===== src/design/smik_pkg.sv =====
// ============================================================================
// smik_pkg: shared types and constants for the swerve module kinematics
// Holds the controller states, register indexes, angle constants and the
// CORDIC arctangent table.
// ============================================================================
package smik_pkg;

    // Number of CORDIC micro-rotations, between 8 and 32.
    localparam int CORDIC_STEPS = 16;

    // Angles in 1/128 degree.
    localparam int FULL_TURN    = 46080;
    localparam int HALF_TURN    = 23040;
    localparam int QUARTER_TURN = 11520;

    // Configuration register indexes.
    localparam int CFG_INDEX_W = 8;
    localparam logic [CFG_INDEX_W-1:0] CFG_BODY_LENGTH = 8'd0;
    localparam logic [CFG_INDEX_W-1:0] CFG_SPEED_SCALE = 8'd1;

    localparam logic [30:0] BODY_LENGTH_RESET = 31'd32768;
    localparam logic [30:0] SPEED_SCALE_RESET = 31'd65536;

    typedef enum logic [3:0] {
        S_IDLE,
        S_LEVER,
        S_VY,
        S_SQ,
        S_START,
        S_RUN,
        S_OPT,
        S_REMS,
        S_REM2,
        S_SPD,
        S_FIN
    } t_state;

    // atan(2^-i) in degrees, scaled by 65536.
    function automatic logic [21:0] atan_lut(input logic [4:0] idx);
        logic [21:0] val;
        unique case (idx)
            5'd0:  val = 22'd2949120;
            5'd1:  val = 22'd1740967;
            5'd2:  val = 22'd919879;
            5'd3:  val = 22'd466945;
            5'd4:  val = 22'd234379;
            5'd5:  val = 22'd117304;
            5'd6:  val = 22'd58666;
            5'd7:  val = 22'd29335;
            5'd8:  val = 22'd14668;
            5'd9:  val = 22'd7334;
            5'd10: val = 22'd3667;
            5'd11: val = 22'd1833;
            5'd12: val = 22'd917;
            5'd13: val = 22'd458;
            5'd14: val = 22'd229;
            5'd15: val = 22'd115;
            5'd16: val = 22'd57;
            5'd17: val = 22'd29;
            5'd18: val = 22'd14;
            5'd19: val = 22'd7;
            5'd20: val = 22'd4;
            5'd21: val = 22'd2;
            5'd22: val = 22'd1;
            default: val = 22'd0;
        endcase
        return val;
    endfunction

endpackage


===== src/design/smik_rem.sv =====
// ============================================================================
// smik_rem: bit-serial remainder of the module angle by a full turn
// Restoring division, one dividend bit per cycle; the remainder takes the
// sign of the angle.
// ============================================================================
module smik_rem (
    input  logic               i_clk,
    input  logic               i_rst_n,
    input  logic               i_start,
    input  logic signed [31:0] i_angle,
    output logic               o_busy,
    output logic signed [16:0] o_rem
);

    logic [31:0] r_dvd;
    logic [15:0] r_part;
    logic        r_neg;
    logic [4:0]  r_cnt;
    logic        r_busy;

    logic [16:0] trial;
    logic [15:0] n_part;

    always_comb begin
        trial = {r_part, r_dvd[31]};
        if (trial >= 17'(smik_pkg::FULL_TURN)) begin
            n_part = 16'(trial - 17'(smik_pkg::FULL_TURN));
        end else begin
            n_part = trial[15:0];
        end
    end

    always_ff @(posedge i_clk) begin
        if (!i_rst_n) begin
            r_busy <= 1'b0;
            r_cnt  <= '0;
        end else if (i_start) begin
            r_busy <= 1'b1;
            r_cnt  <= '0;
        end else if (r_busy) begin
            if (r_cnt == 5'd31) begin
                r_busy <= 1'b0;
            end
            r_cnt <= r_cnt + 5'd1;
        end
    end

    always_ff @(posedge i_clk) begin
        if (i_start) begin
            r_dvd  <= i_angle[31] ? 32'(-i_angle) : 32'(i_angle);
            r_neg  <= i_angle[31];
            r_part <= '0;
        end else if (r_busy) begin
            r_dvd  <= {r_dvd[30:0], 1'b0};
            r_part <= n_part;
        end
    end

    assign o_rem  = r_neg ? -$signed({1'b0, r_part}) : $signed({1'b0, r_part});
    assign o_busy = r_busy;

endmodule


===== config.mk =====
export PLATFORM = sky130hd
export DESIGN_NAME = smik_rem
export DESIGN_NICKNAME = d
export VERILOG_FILES = /design/src/design/smik_pkg.sv /design/src/design/smik_rem.sv
export SDC_FILE = /design/constraint.sdc
export NUM_CORES = 1
export LEC_CHECK = 0
export ABC_AREA = 1
export ABC_CLOCK_PERIOD_IN_PS = 1600
export BUFFER_PORTS_ARGS = -buffer_cell sky130_fd_sc_hd__buf_2
export CAP_MARGIN = 30
export CORE_MARGIN = 3
export CORE_UTILIZATION = 51
export DETAILED_ROUTE_END_ITERATION = 6
export PLACE_DENSITY = 0.81
export SLEW_MARGIN = 0
export SYNTH_ARGS = -nofsm -noshare
export SYNTH_HDL_FRONTEND = slang
export SYNTH_SLANG_ARGS = --single-unit

===== constraint.sdc =====
create_clock -name i_clk -period 1.6 [get_ports i_clk]
set_input_delay 0.08 -clock i_clk [delete_from_list [all_inputs] [get_ports i_clk]]
set_output_delay 0.08 -clock i_clk [all_outputs]
set_load 0.05 [all_outputs]

==> results by group <==
Critical path
  – Reg2reg end: r_part[14]
  – Nature of the critical path startpoint: register
  – CP endpoint kind: primary output
  – CP Launch Point: r_part[0]
  – CP max FO: 3
  – Critical Path RT: 1.52 ns
  – Worst path cell trace: inv_2 > ha_4 > nand3_4 > nor2_4 > nand2_2 > nor2_4 > nand2_2 > nand2_4 > xor2_2 > buf_6
  – Bufs and invs on worst path: 2
  – CP max stage cell: dfxtp_2
  – Crit path DAT: 1.76 ns
  – Worst Setup Path Type: register to primary output
  – Critical path's largest stage delay: around 0.34 ns
  – R2R setup slack: 0.13 ns
  – Cell family with most CP delay: simple AND/OR/NAND/NOR gates
  – Crit Reg-Reg Startpoint: r_part[10]
  – R2R cell count: 8

Clock tree
  – Clock transition at path regs: 0.10 ns
  – Clk_lat worst skew: 0.31 ns
  – CTS Buffer Depth: 2
  – CTS tree: done
  – TritonCTS Buffers: 5
  – TritonCTS sink count: 55
  – Root Buffer: clkbuf_8
  – H-tree levels: 2

Power
  – Peak supply drop: 0.415 mV
  – P per Cell Area: between 700 and 800 nW/um^2
  – Pwr Total: 3.35 mW
  – Leakage: roughly 2.2 nW

Yosys
  – Yosys warns: 0
  – Post-synth EDFFs: 33
  – Syn_nets: approximately 570
  – Async SR Flop Fraction: 0
  – Yosys cell types: 32
  – Post-Synth XOR/XNOR Area: 0.0528
  – Mapped cell area: 3650 sq um
  – Mux contribution to synthesized area: 0
  – Syn_area_per_cell: just under 7 sq um
  – Most used DFF post-synth: edfxtp_1
  – Mapped Cells: 531
  – Post-Synth Adder-Cell Area: 0.0240
  – Post-synth top area share: 0.271
  – Main combinational cell family by area after synthesis: simple AND/OR/NAND/NOR gates
  – Simple-gate share of the synthesized area: 0.371
  – Yosys top cell by area: edfxtp_1
  – Register area share after synthesis: 0.392
  – Synth Area in Compound Gates: 0.0774
  – Synth area leaders: edfxtp_1, nand2_1, dfxtp_1, nand3_1, nor2_1
  – Yosys reg bits: 55

STA
  – RSZ-0062 raised after global routing: yes
  – Final Hold Fails: 0
  – Setup ws final: -0.242 ns
  – Clock skew: 0.0110 ns
  – Max-slew headroom: 0.662
  – Worst Max-Slew Pin Slew: 0.505 ns
  – Min Tclk post-route: 1.84 ns
  – Fin. max-slew vios: 0
  – Final setup vio count: 12
  – Fin crit share: 1.15
  – F_max: 543 MHz

Final layout
  – Final #Nets: 649
  – Ratio of cells with drive above 1 in the final layout: 0.238
  – Area Growth Syn to Fin: 26.9%
  – Most frequent cells in the layout: nand2_1, nand3_1, nor2_1
  – N_diodes: 0
  – Finished Layout Cells: 704
  – Commonest non-fill, non-tap cell in the layout: nand2_1
  – Post-route cell area: 4640 sq um

Run status
  – Violated checks: setup timing
  – Outcome: complete, but fails checks

Placement
  – Placer Congestion: around 0.91
  – Port Buffers: 52
  – Placed Area: 4200 sq um
  – Placement-stage worst setup slack: -0.130 ns
  – DP HPWL: about 6.7 mm
  – Dpl cells: 685

Global route
  – Initial antenna violation count: 0
  – Largest net degree at the start of global routing: 34
  – First-pass GRT wire length: 15.3 mm
  – Vias in the first global route: 3515
  – Gr ovfl total: 0
  – All-layer global routing usage: 0.223

Floorplanning
  – DIE WIDTH: 90.6 um
  – Die height: 90.6 um
  – FP Rows: 30
  – Core area: just under 7000 sq um
  – I/O Pins: between 50 and 60
  – Starting density of the core: 0.532
  – Die ar.: 8210 sq um

Detailed routing
  – WL final: 9.48 mm
  – Initial DRC Count: 210
  – Vias: about 3800
  – WL/cell: 13.5 um
  – Via-to-Cell Ratio: between 5 and 6
  – Number of remaining DRC errors: 0
  – Post-route ant nets: 0
  – Initial DRT Pass Iterations: 5

Run
  – Max cap viols: 0

Hold path
  – WHS Endpoint: r_dvd[0]
  – Hold depth: 3
  – Hold Path Class: input pin to register
  – HP Start: i_angle[0]
-- cells in the mapped netlist, drive strengths merged, types with 5 or more instances --
cell type and n:
nor2 66, ha 7, xor2 20, inv 60, o21ai 26, edfxtp 33, dfxtp 22, nand2 181
o22ai 9, nand3 60, buf 10, a21oi 6, clkbuf 5, nor3 8
-- registers in the layout (all words and copies together), names as in the netlist --
name / cells
r_dvd: 32
r_part: 16
r_cnt: 5
o_busy: 1
r_neg: 1
-- metal layers --
layer  track usage  wire length [um]  up-vias
met5             0                 0        -
met4        0.0842               301        0
met3        0.0367               592       35
met2         0.408              4910      181
met1         0.261              3670     1731
li1              -                 -     1856
-- through the flow --
step | utilization | hold WS, ns | setup TNS, ns
6_report | 0.675 | 0.0660 | -2.46
5_1_grt | 0.675 | 0.0620 | -3.50
4_1_cts | 0.657 | 0.0595 | -2.12
3_5_place_dp | 0.611 | 0.320 | -0.388
3_3_place_gp | 0.611 | 0.318 | -0.0511
2_1_floorplan | - | 0.179 | -0.142
-- repair_timing --
action,4_1_cts,5_1_grt
hold endpoints to repair,1,0
setup buffers,5,6
hold buffers,1,0
gates resized for setup,49,21
pin swaps,10,11
endpoints found under the setup margin,18,19
-- worst max path at each step --
stage	end	slack [ns]	cells past startpoint
after floorplan	o_rem[10]	-0.11	9
after global placement	o_rem[14]	-0.03	11
after detailed placement	o_rem[14]	-0.13	11
after CTS	o_rem[10]	-0.27	10
after global routing	o_rem[15]	-0.33	10
final	o_rem[10]	-0.24	10
-- where the power goes --
part	internal (mW)	switching, mW
Sequential	1.63	0.0354
Clock	0.500	0.451
Combinational	0.267	0.471
Total	2.39	0.957
-- final cells by class --
cell class,instances,area [sq um]
Tap cell,96,120
Multi-Input combinational cell,401,2120
Timing Repair Buffer,84,612
Inverter,60,225
Clock buffer,8,123
Fill cell,560,2230
Sequential cell,55,1440
-- cell families after synthesis --
group,count (synthesis)
AO/OA/AOI/OAI,50
XOR/XNOR,22
adder cells (fa/ha/maj),7
buffers and inverters,75
flip-flops,55
AND/OR/NAND/NOR,322
-- worst register-to-register path, delay by kind of cell, from the launching register on --
family                   cells  cell delay [ns]
adder cells (fa/ha/maj)      1             0.19
flip-flops                   1             0.32
AND/OR/NAND/NOR              6             0.72
buffers and inverters        1             0.15
Note: power is estimated with default switching activity, not from simulation.
