--- config.mk ---
export PLATFORM = sky130hd
export DESIGN_NAME = smik_isqrt
export DESIGN_NICKNAME = d
export VERILOG_FILES = /design/src/design/smik_isqrt.sv
export SDC_FILE = /design/constraint.sdc
export NUM_CORES = 1
export LEC_CHECK = 0
export BUFFER_PORTS_ARGS = -buffer_cell sky130_fd_sc_hd__clkbuf_2
export CORE_ASPECT_RATIO = 0.9
export CORE_UTILIZATION = 59
export DETAILED_ROUTE_END_ITERATION = 6
export GPL_TIMING_DRIVEN = 0
export PLACE_DENSITY = 0.85
export SLEW_MARGIN = 20
export SYNTH_ARGS = -nofsm -noshare
export SYNTH_HDL_FRONTEND = slang
export SYNTH_SLANG_ARGS = --single-unit
--- constraint.sdc ---
create_clock -name i_clk -period 3.4 [get_ports i_clk]
set_input_delay 0.51 -clock i_clk [delete_from_list [all_inputs] [get_ports i_clk]]
set_output_delay 0.51 -clock i_clk [all_outputs]
set_load 0.1 [all_outputs]
--- src/design/smik_isqrt.sv ---
// ============================================================================
// smik_isqrt: digit-serial integer square root
// Two radicand bits per cycle, one root bit per cycle, floor result.
// ============================================================================
module smik_isqrt (
    input  logic        i_clk,
    input  logic        i_rst_n,
    input  logic        i_start,
    input  logic [63:0] i_radicand,
    output logic        o_busy,
    output logic [31:0] o_root
);

    logic [63:0] r_n;
    logic [33:0] r_r;
    logic [31:0] r_q;
    logic [4:0]  r_cnt;
    logic        r_busy;

    logic [35:0] cur, trial;

    assign cur   = {r_r, r_n[63:62]};
    assign trial = {2'b00, r_q, 2'b01};

    always_ff @(posedge i_clk) begin
        if (!i_rst_n) begin
            r_busy <= 1'b0;
            r_cnt  <= '0;
        end else if (i_start) begin
            r_busy <= 1'b1;
            r_cnt  <= '0;
        end else if (r_busy) begin
            if (r_cnt == 5'd31) begin
                r_busy <= 1'b0;
            end
            r_cnt <= r_cnt + 5'd1;
        end
    end

    always_ff @(posedge i_clk) begin
        if (i_start) begin
            r_n <= i_radicand;
            r_r <= '0;
            r_q <= '0;
        end else if (r_busy) begin
            r_n <= {r_n[61:0], 2'b00};
            if (cur >= trial) begin
                r_r <= 34'(cur - trial);
                r_q <= {r_q[30:0], 1'b1};
            end else begin
                r_r <= cur[33:0];
                r_q <= {r_q[30:0], 1'b0};
            end
        end
    end

    assign o_root = r_q;
    assign o_busy = r_busy;

endmodule
==> impl_results.rst, run 1 <==
.. list-table::
   :header-rows: 1

   * - Metric
     - Value
   * - Post-synthesis cell area
     - slightly below 0.008 mm^2
   * - Sequential fraction of the synthesis area
     - 0.433
   * - Syn. warnings
     - 0
   * - Required time at the worst-slack endpoint
     - around 3.7 ns
   * - Syn avg cell area
     - 10.2 um^2
   * - Count of cells resized by post-cts repair
     - 0
   * - Maximum clock frequency
     - 0.314 GHz
   * - Mapped Nets
     - a little under 900
   * - First-pass GRT wire length
     - approximately 30000 um
   * - Std-Cell Core Area
     - between 0.01 and 0.015 mm^2
   * - Critical-path top delay cell
     - o22ai_1
   * - H-tree Lvls
     - 4
   * - Total grt overflow
     - 0
   * - DRC violation count after routing
     - 0
   * - Library cell used as clock root buffer
     - clkbuf_16
   * - Endpoint type of the worst setup path
     - flip-flop
   * - Pwr dens
     - 894 mW/mm^2
   * - Pin slew with the least headroom to its limit
     - approximately 0.9 ns
   * - Starting density of the core
     - 0.609
   * - Initial detailed-routing violation count
     - ~630
   * - Worst Setup Path Type
     - reg -> reg
   * - Maximum fanout encountered on the critical timing path
     - 5
   * - Leakage component of the power
     - ~3.7 nW
   * - Tot GR Track Use
     - 0.291
   * - Total number of nets in the final design
     - ~1000
   * - Number of enable flip-flop cells after synthesis
     - 64
   * - Area post-placement
     - between 0.008 and 0.009 mm^2
   * - Hold Crit Depth
     - 2
   * - TritonCTS Sinks
     - ~140
   * - Clock slew at reported path FFs
     - ~0.06 ns
   * - IO Count
     - 100
   * - Clock tree from TritonCTS
     - yes
   * - Worst rel slew slack
     - 0.390
   * - Fin cells
     - around 1.1k
   * - Pin count of the biggest net entering global routing
     - 37
   * - Setup repair after global routing missed its margin
     - false
   * - Gate count after technology mapping
     - around 760
   * - Share of the clock period used by the worst path
     - 0.936
   * - X dimension of the die
     - approximately 120 um
   * - R2r worst-path depth
     - 10
   * - Post-synthesis to final-layout area growth
     - 17.2%
   * - 1st-pass router iterations
     - 5
   * - Number of global-route vias before repair
     - 6104
   * - Final-report max-slew violation count
     - 0
   * - Min setup slack post-route
     - between 0.2 and 0.25 ns
   * - Unique cell type count in the Yosys netlist
     - roughly 70
   * - Placed instance count
     - about 1k
   * - Count of vias placed by the detailed router
     - between 6k and 7k
   * - Outcome
     - completed
   * - Worst vdd rail ir drop
     - 0.000554 V
   * - Most common library cell in the layout ignoring fill and taps
     - clkbuf_2
   * - Post-DR wirelength/cell
     - about 18 um
   * - Wirelength, routed
     - 18700 um
   * - Post-CTS Setup Bufs
     - 0
   * - Commonest cells after routing, fill and taps aside
     - 98 x clkbuf_2, 85 x nor2_1, 71 x dfxtp_1, 64 x mux2_2, 64 x edfxtp_1
   * - Placement Rows
     - 39
   * - Clock latency of the later-clocked register in the worst-skew pair
     - ~0.43 ns
   * - Type of element launching the critical path
     - flip-flop
   * - Port Buffer Count
     - ~100
   * - Critical Path AT
     - between 3 and 4 ns
   * - Shortest clock period the worst path allows after layout
     - between 3 and 4 ns
   * - Layout cell share with drive strength beyond 1
     - 0.268
   * - Final-report setup violation count
     - 0
   * - Area of the die
     - approximately 0.014 mm^2
   * - Antenna violations before repair
     - 0
   * - Post-detailed-placement half-perimeter wirelength
     - approximately 13000 um
   * - Remaining number of nets flagged by the antenna check after routing
     - 0
   * - Setup slack at placement
     - between 0.3 and 0.4 ns
   * - GP Congestion
     - around 0.93
   * - Maximum buffer depth of the clock tree
     - 2
   * - Most frequently used flop master after synthesis
     - dfxtp_1
   * - Skew final
     - 0.0114 ns
   * - Number of buffers added by the clock tree synthesis step
     - 17
   * - Post-route standard cell area excluding fillers
     - a little over 0.009 mm^2
   * - Cells traversed along the worst timing path
     - inv_1 -> ha_1 -> or3_1 -> o22ai_1 -> a21oi_1 -> nor2_1 -> o31ai_1 -> a21o_1 -> a311oi_1 -> o21ai_0
   * - CTS hold repair buffers
     - 0
   * - Number of register bits inferred by synthesis
     - roughly 140
   * - Die height
     - ~110 um
   * - Routed vias/inst
     - 5.92
   * - Synth async-reset ratio
     - 0
   * - MaxCap Viol Count
     - 0
   * - Slowest Stage Delay on Critical Path
     - ~0.54 ns
   * - Count of final hold-check violations
     - 0
   * - Antenna diode count
     - 0
   * - Reg2Reg Setup Slack
     - between 0.2 and 0.25 ns
   * - Worst Hold Class
     - in -> reg
cell usage after synthesis, drive strengths merged (3+ instances only):
master	instances	share of area
nor2	85	0.041
dfxtp	72	0.19
edfxtp	64	0.25
mux2	64	0.093
nand2	62	0.030
inv	47	0.023
ha	36	0.058
mux2i	36	0.046
a21oi	31	0.020
clkbuf	28	0.014
a311oi	22	0.038
o21ai	20	0.013
a21o	16	0.015
buf	16	0.014
nand4	16	0.014
nand3	15	0.0097
xnor2	13	0.015
xor2	10	0.011
o21a	9	0.0087
or3	9	0.0085
a211oi	6	0.0074
a31oi	6	0.0068
nand2b	6	0.0048
and2	5	0.0044
and3	5	0.0040
nor2b	5	0.0040
nor3	5	0.0032
o21bai	5	0.0048
o221ai	5	0.0056
o211ai	4	0.0039
o311ai	4	0.0045
a2111oi	3	0.0066
or2	3	0.0024
critical path: cells and delay by family, from the launching register on:
family	cells	cell delay, ns
AO/OA/AOI/OAI	6	1.69
flip-flops	1	0.42
AND/OR/NAND/NOR	2	0.65
adder cells (fa/ha/maj)	1	0.23
buffers and inverters	1	0.07
where the power goes:
part / switching, mW / internal [mW]
registers: 0.161 / 1.95
logic: 2.39 / 1.69
clock network: 0.768 / 1.17
metrics by stage:
step                hold WS, ns  utilization  total power, mW  TNS (ns)
global placement          0.452        0.664             5.98    -20.02
finish                    0.344        0.714             8.13         0
detailed placement        0.454        0.666             6.08         0
floorplan                 0.423            -             5.23         0
global route              0.339        0.714             8.60         0
CTS                       0.329        0.714             8.05         0
worst paths after layout:
kind             start  endpoint
max          o_root[0]   r_r[21]
min reg2reg    r_r[33]   r_r[33]
max reg2reg  o_root[0]   r_r[21]
min            i_rst_n    o_busy
layer usage:
layer	up-vias	wire length (um)	share of wire	GRT usage
met2	245	8590	0.46	0.452
met3	56	1220	0.065	0.0586
li1	3011	-	-	-
met4	0	646	0.035	0.137
met5	-	0	0	0
met1	2950	8220	0.44	0.385
cell type report:
cell class,count,area (um^2)
inverter,47,179
fill,933,3640
clock buffer,17,425
sequential,136,3360
buffer,44,213
timing repair buffer,99,510
tap,164,205
clock inverter,15,190
multi-input combinational,535,4010
sequential cells by signal (all words and copies together) (netlist names):
signal  cells
r_n        64
o_root     32
r_r        34
o_busy      1
r_cnt       5
kinds of logic after synthesis:
family | Yosys count | share of synthesized area
DFF | 136 | 0.433
adders and majority gates | 36 | 0.0580
buffers and inverters | 91 | 0.0501
xor gates and xnor gates | 23 | 0.0260
and+or+nand+nor | 226 | 0.137
muxes | 100 | 0.139
AOI/OAI and AO/OA | 150 | 0.156
Power figures use the tool's default switching activity.
==> run 2: changes to the inputs <==
- PLACE_DENSITY: 0.85 -> 0.81
==> run 2 against run 1 <==
Non-clock buffer count decreased by 1. Clock power about the same. Power decreased by 0.37%. Sequential cell count unchanged. Worst setup slack got worse by 0.070 ns. Hold slack got worse by 0.034 ns. Maximum frequency decreased by 2.1%. Global-route usage decreased by 0.57 points. Clock-buffer cell count unchanged. Sequential power about the same. Combinational power about the same. Critical path type unchanged. Critical endpoint unchanged.
==> impl_results.rst, run 2 (same netlist as run 1, synthesis figures left out) <==
.. list-table::
   :header-rows: 1

   * - Metric
     - Value
   * - R2R Path Start
     - o_root[1]
   * - Pin slew with the least headroom to its limit
     - 0.971 ns (+0.0564 ns)
   * - TritonCTS Sinks
     - 136 (unchanged)
   * - Share of the clock period used by the worst path
     - 0.957 (+0.0206)
   * - Port Buffer Count
     - 98 (unchanged)
   * - H-tree Lvls
     - 4 (unchanged)
   * - Min setup slack post-route
     - 0.147 ns (-0.0699 ns)
   * - Post-detailed-placement half-perimeter wirelength
     - 13100 um (-1.3%)
   * - Skew final
     - 0.0103 ns (-0.00105 ns)
   * - Reg2Reg Setup Slack
     - 0.15 ns (-0.07 ns)
   * - Endpoint type of the worst setup path
     - flip-flop
   * - Largest register FFs
     - 64 (unchanged)
   * - Worst Setup Path Type
     - reg -> reg
   * - Outcome
     - completed
   * - Worst vdd rail ir drop
     - 0.000749 V (+35%)
   * - Area of the die
     - 0.0136 mm^2 (unchanged)
   * - Leakage component of the power
     - 3.71 nW (-0.43%)
   * - MaxCap Viol Count
     - 0 (unchanged)
   * - Std-Cell Core Area
     - 0.0127 mm^2 (unchanged)
   * - Number of buffers added by the clock tree synthesis step
     - 17 (unchanged)
   * - Type of element launching the critical path
     - flip-flop
   * - Worst Hold Class
     - in -> reg
   * - R2r worst-path depth
     - 10 (unchanged)
   * - Endpoint of the worst-slack reg-to-reg timing path
     - r_r[21]
   * - Power, Total
     - 8.10 mW (-0.37%)
   * - Critical Path AT
     - 3.55 ns (+0.06 ns)
   * - Post-synthesis to final-layout area growth
     - 16.8%
   * - CTS hold repair buffers
     - 0 (unchanged)
   * - Shortest clock period the worst path allows after layout
     - 3.25 ns (+0.0699 ns)
   * - Post-CTS Setup Bufs
     - 0 (unchanged)
   * - Most common library cell in the layout ignoring fill and taps
     - clkbuf_2
   * - Final Util
     - 0.712 (-0.00216)
   * - Largest register by flop count
     - r_n
   * - IO Count
     - 100 (unchanged)
   * - Min-Delay Endpoint
     - o_busy
   * - GP Congestion
     - 0.942 (+1.5%)
   * - Fillers
     - 948 (+1.6%)
   * - Layout cell share with drive strength beyond 1
     - 0.268 (+0.000300)
   * - Hold path startpoint
     - i_rst_n
   * - Setup repair after global routing missed its margin
     - false
   * - Library cell used as clock root buffer
     - clkbuf_16
   * - Maximum clock frequency
     - 0.307 GHz (-2.1%)
   * - Worst setup startpoint
     - o_root[1]
   * - Number of global-route vias before repair
     - 6177 (+1.2%)
   * - Initial detailed-routing violation count
     - 488 (-22%)
   * - Clock slew at reported path FFs
     - 0.06 ns (about the same)
   * - Post-DR wirelength/cell
     - 17.3 um (-1.9%)
   * - 1st-pass router iterations
     - 5 (unchanged)
   * - First-pass GRT wire length
     - 29800 um (-1.8%)
   * - Antenna diode count
     - 0 (unchanged)
   * - Count of final hold-check violations
     - 0 (unchanged)
   * - Wirelength, routed
     - 18300 um (-2.0%)
   * - X dimension of the die
     - 123 um (unchanged)
   * - Count of vias placed by the detailed router
     - 6267 (+0.080%)
   * - Total number of nets in the final design
     - 982 (-0.10%)
   * - Worst rel slew slack
     - 0.353 (-0.0376)
   * - Final-report max-slew violation count
     - 0 (unchanged)
   * - Die height
     - 111 um (unchanged)
   * - Starting density of the core
     - 0.609 (unchanged)
   * - Total grt overflow
     - 0 (unchanged)
   * - Remaining number of nets flagged by the antenna check after routing
     - 0 (unchanged)
   * - Clock tree from TritonCTS
     - yes
   * - Required time at the worst-slack endpoint
     - 3.70 ns (about the same)
   * - Final-report setup violation count
     - 0 (unchanged)
   * - Total negative slack for setup checks
     - 0 ns (unchanged)
   * - DRC violation count after routing
     - 0 (unchanged)
   * - Pwr dens
     - 893 mW/mm^2 (about the same)
   * - Setup slack at placement
     - 0.260 ns (-0.0483 ns)
   * - Antenna violations before repair
     - 0 (unchanged)
   * - Maximum buffer depth of the clock tree
     - 2 (unchanged)
   * - Maximum fanout encountered on the critical timing path
     - 5 (unchanged)
   * - Placement Rows
     - 39 (unchanged)
   * - Clock latency of the later-clocked register in the worst-skew pair
     - 0.44 ns (about the same)
   * - Tot GR Track Use
     - 0.285 (-0.00567)
   * - Hold Crit Depth
     - 2 (unchanged)
   * - Routed vias/inst
     - 5.93 (+0.17%)
   * - Pin count of the biggest net entering global routing
     - 65 (+76%)
   * - Commonest cells after routing, fill and taps aside
     - 98 x clkbuf_2, 85 x nor2_1, 71 x dfxtp_1, 64 x mux2_2, 64 x edfxtp_1
   * - Count of cells resized by post-cts repair
     - 0 (unchanged)
-- run 2: critical path, cell delays in order (launching register included) --
cell      delay (ns)
dfxtp_1         0.43
inv_1           0.09
ha_1            0.39
o21a_1          0.13
o22ai_1         0.19
a21oi_1         0.29
nor2_1          0.13
o31ai_1         0.70
a211oi_1        0.17
a311oi_1        0.45
o21ai_0         0.13
-- run 2: metrics by stage --
step	cell area (um^2)	hold WS, ns	instances
after floorplan	7760	0.423	762
after global placement	8460	0.438	1024
after detailed placement	8460	0.456	1024
after CTS	9070	0.300	1056
after global routing	9070	0.319	1056
final	9070	0.310	1056
-- run 2: worst max-delay path by stage --
stage / slack [ns] / endpoint
5_1_grt: 0.007 / r_r[21]
3_3_place_gp: -0.15 / r_n[6]
2_1_floorplan: 0.005 / r_r[31]
6_report: 0.15 / r_r[21]
4_1_cts: 0.23 / r_r[33]
3_5_place_dp: 0.26 / r_r[33]
-- run 2: where the power goes --
| part | internal (mW) | total, mW | switching [mW] |
|---|---|---|---|
| Sequential | 1.95 | 2.10 | 0.156 |
| Combinational | 1.68 | 4.08 | 2.40 |
| Clock | 1.11 | 1.91 | 0.801 |
-- run 2: area by class of cell --
cell class | instances | area, um^2 | share of cell area
clock buffers | 17 | 425 | 0.0469
inverters | 47 | 179 | 0.0197
multi-input cells | 535 | 4010 | 0.442
repair buffers | 98 | 490 | 0.0541
flip-flops and latches | 136 | 3360 | 0.371
plain buffers | 44 | 213 | 0.0235
well taps | 164 | 205 | 0.0226
clock inverters | 15 | 183 | 0.0201
-- run 2: routing by layer --
metal  vias to the layer above  GRT usage  share of wire
met4                         0      0.128          0.027
met2                       223      0.455           0.47
met5                         -          0              0
li1                       3005          -              -
met3                        41     0.0689          0.063
met1                      2998      0.363           0.44
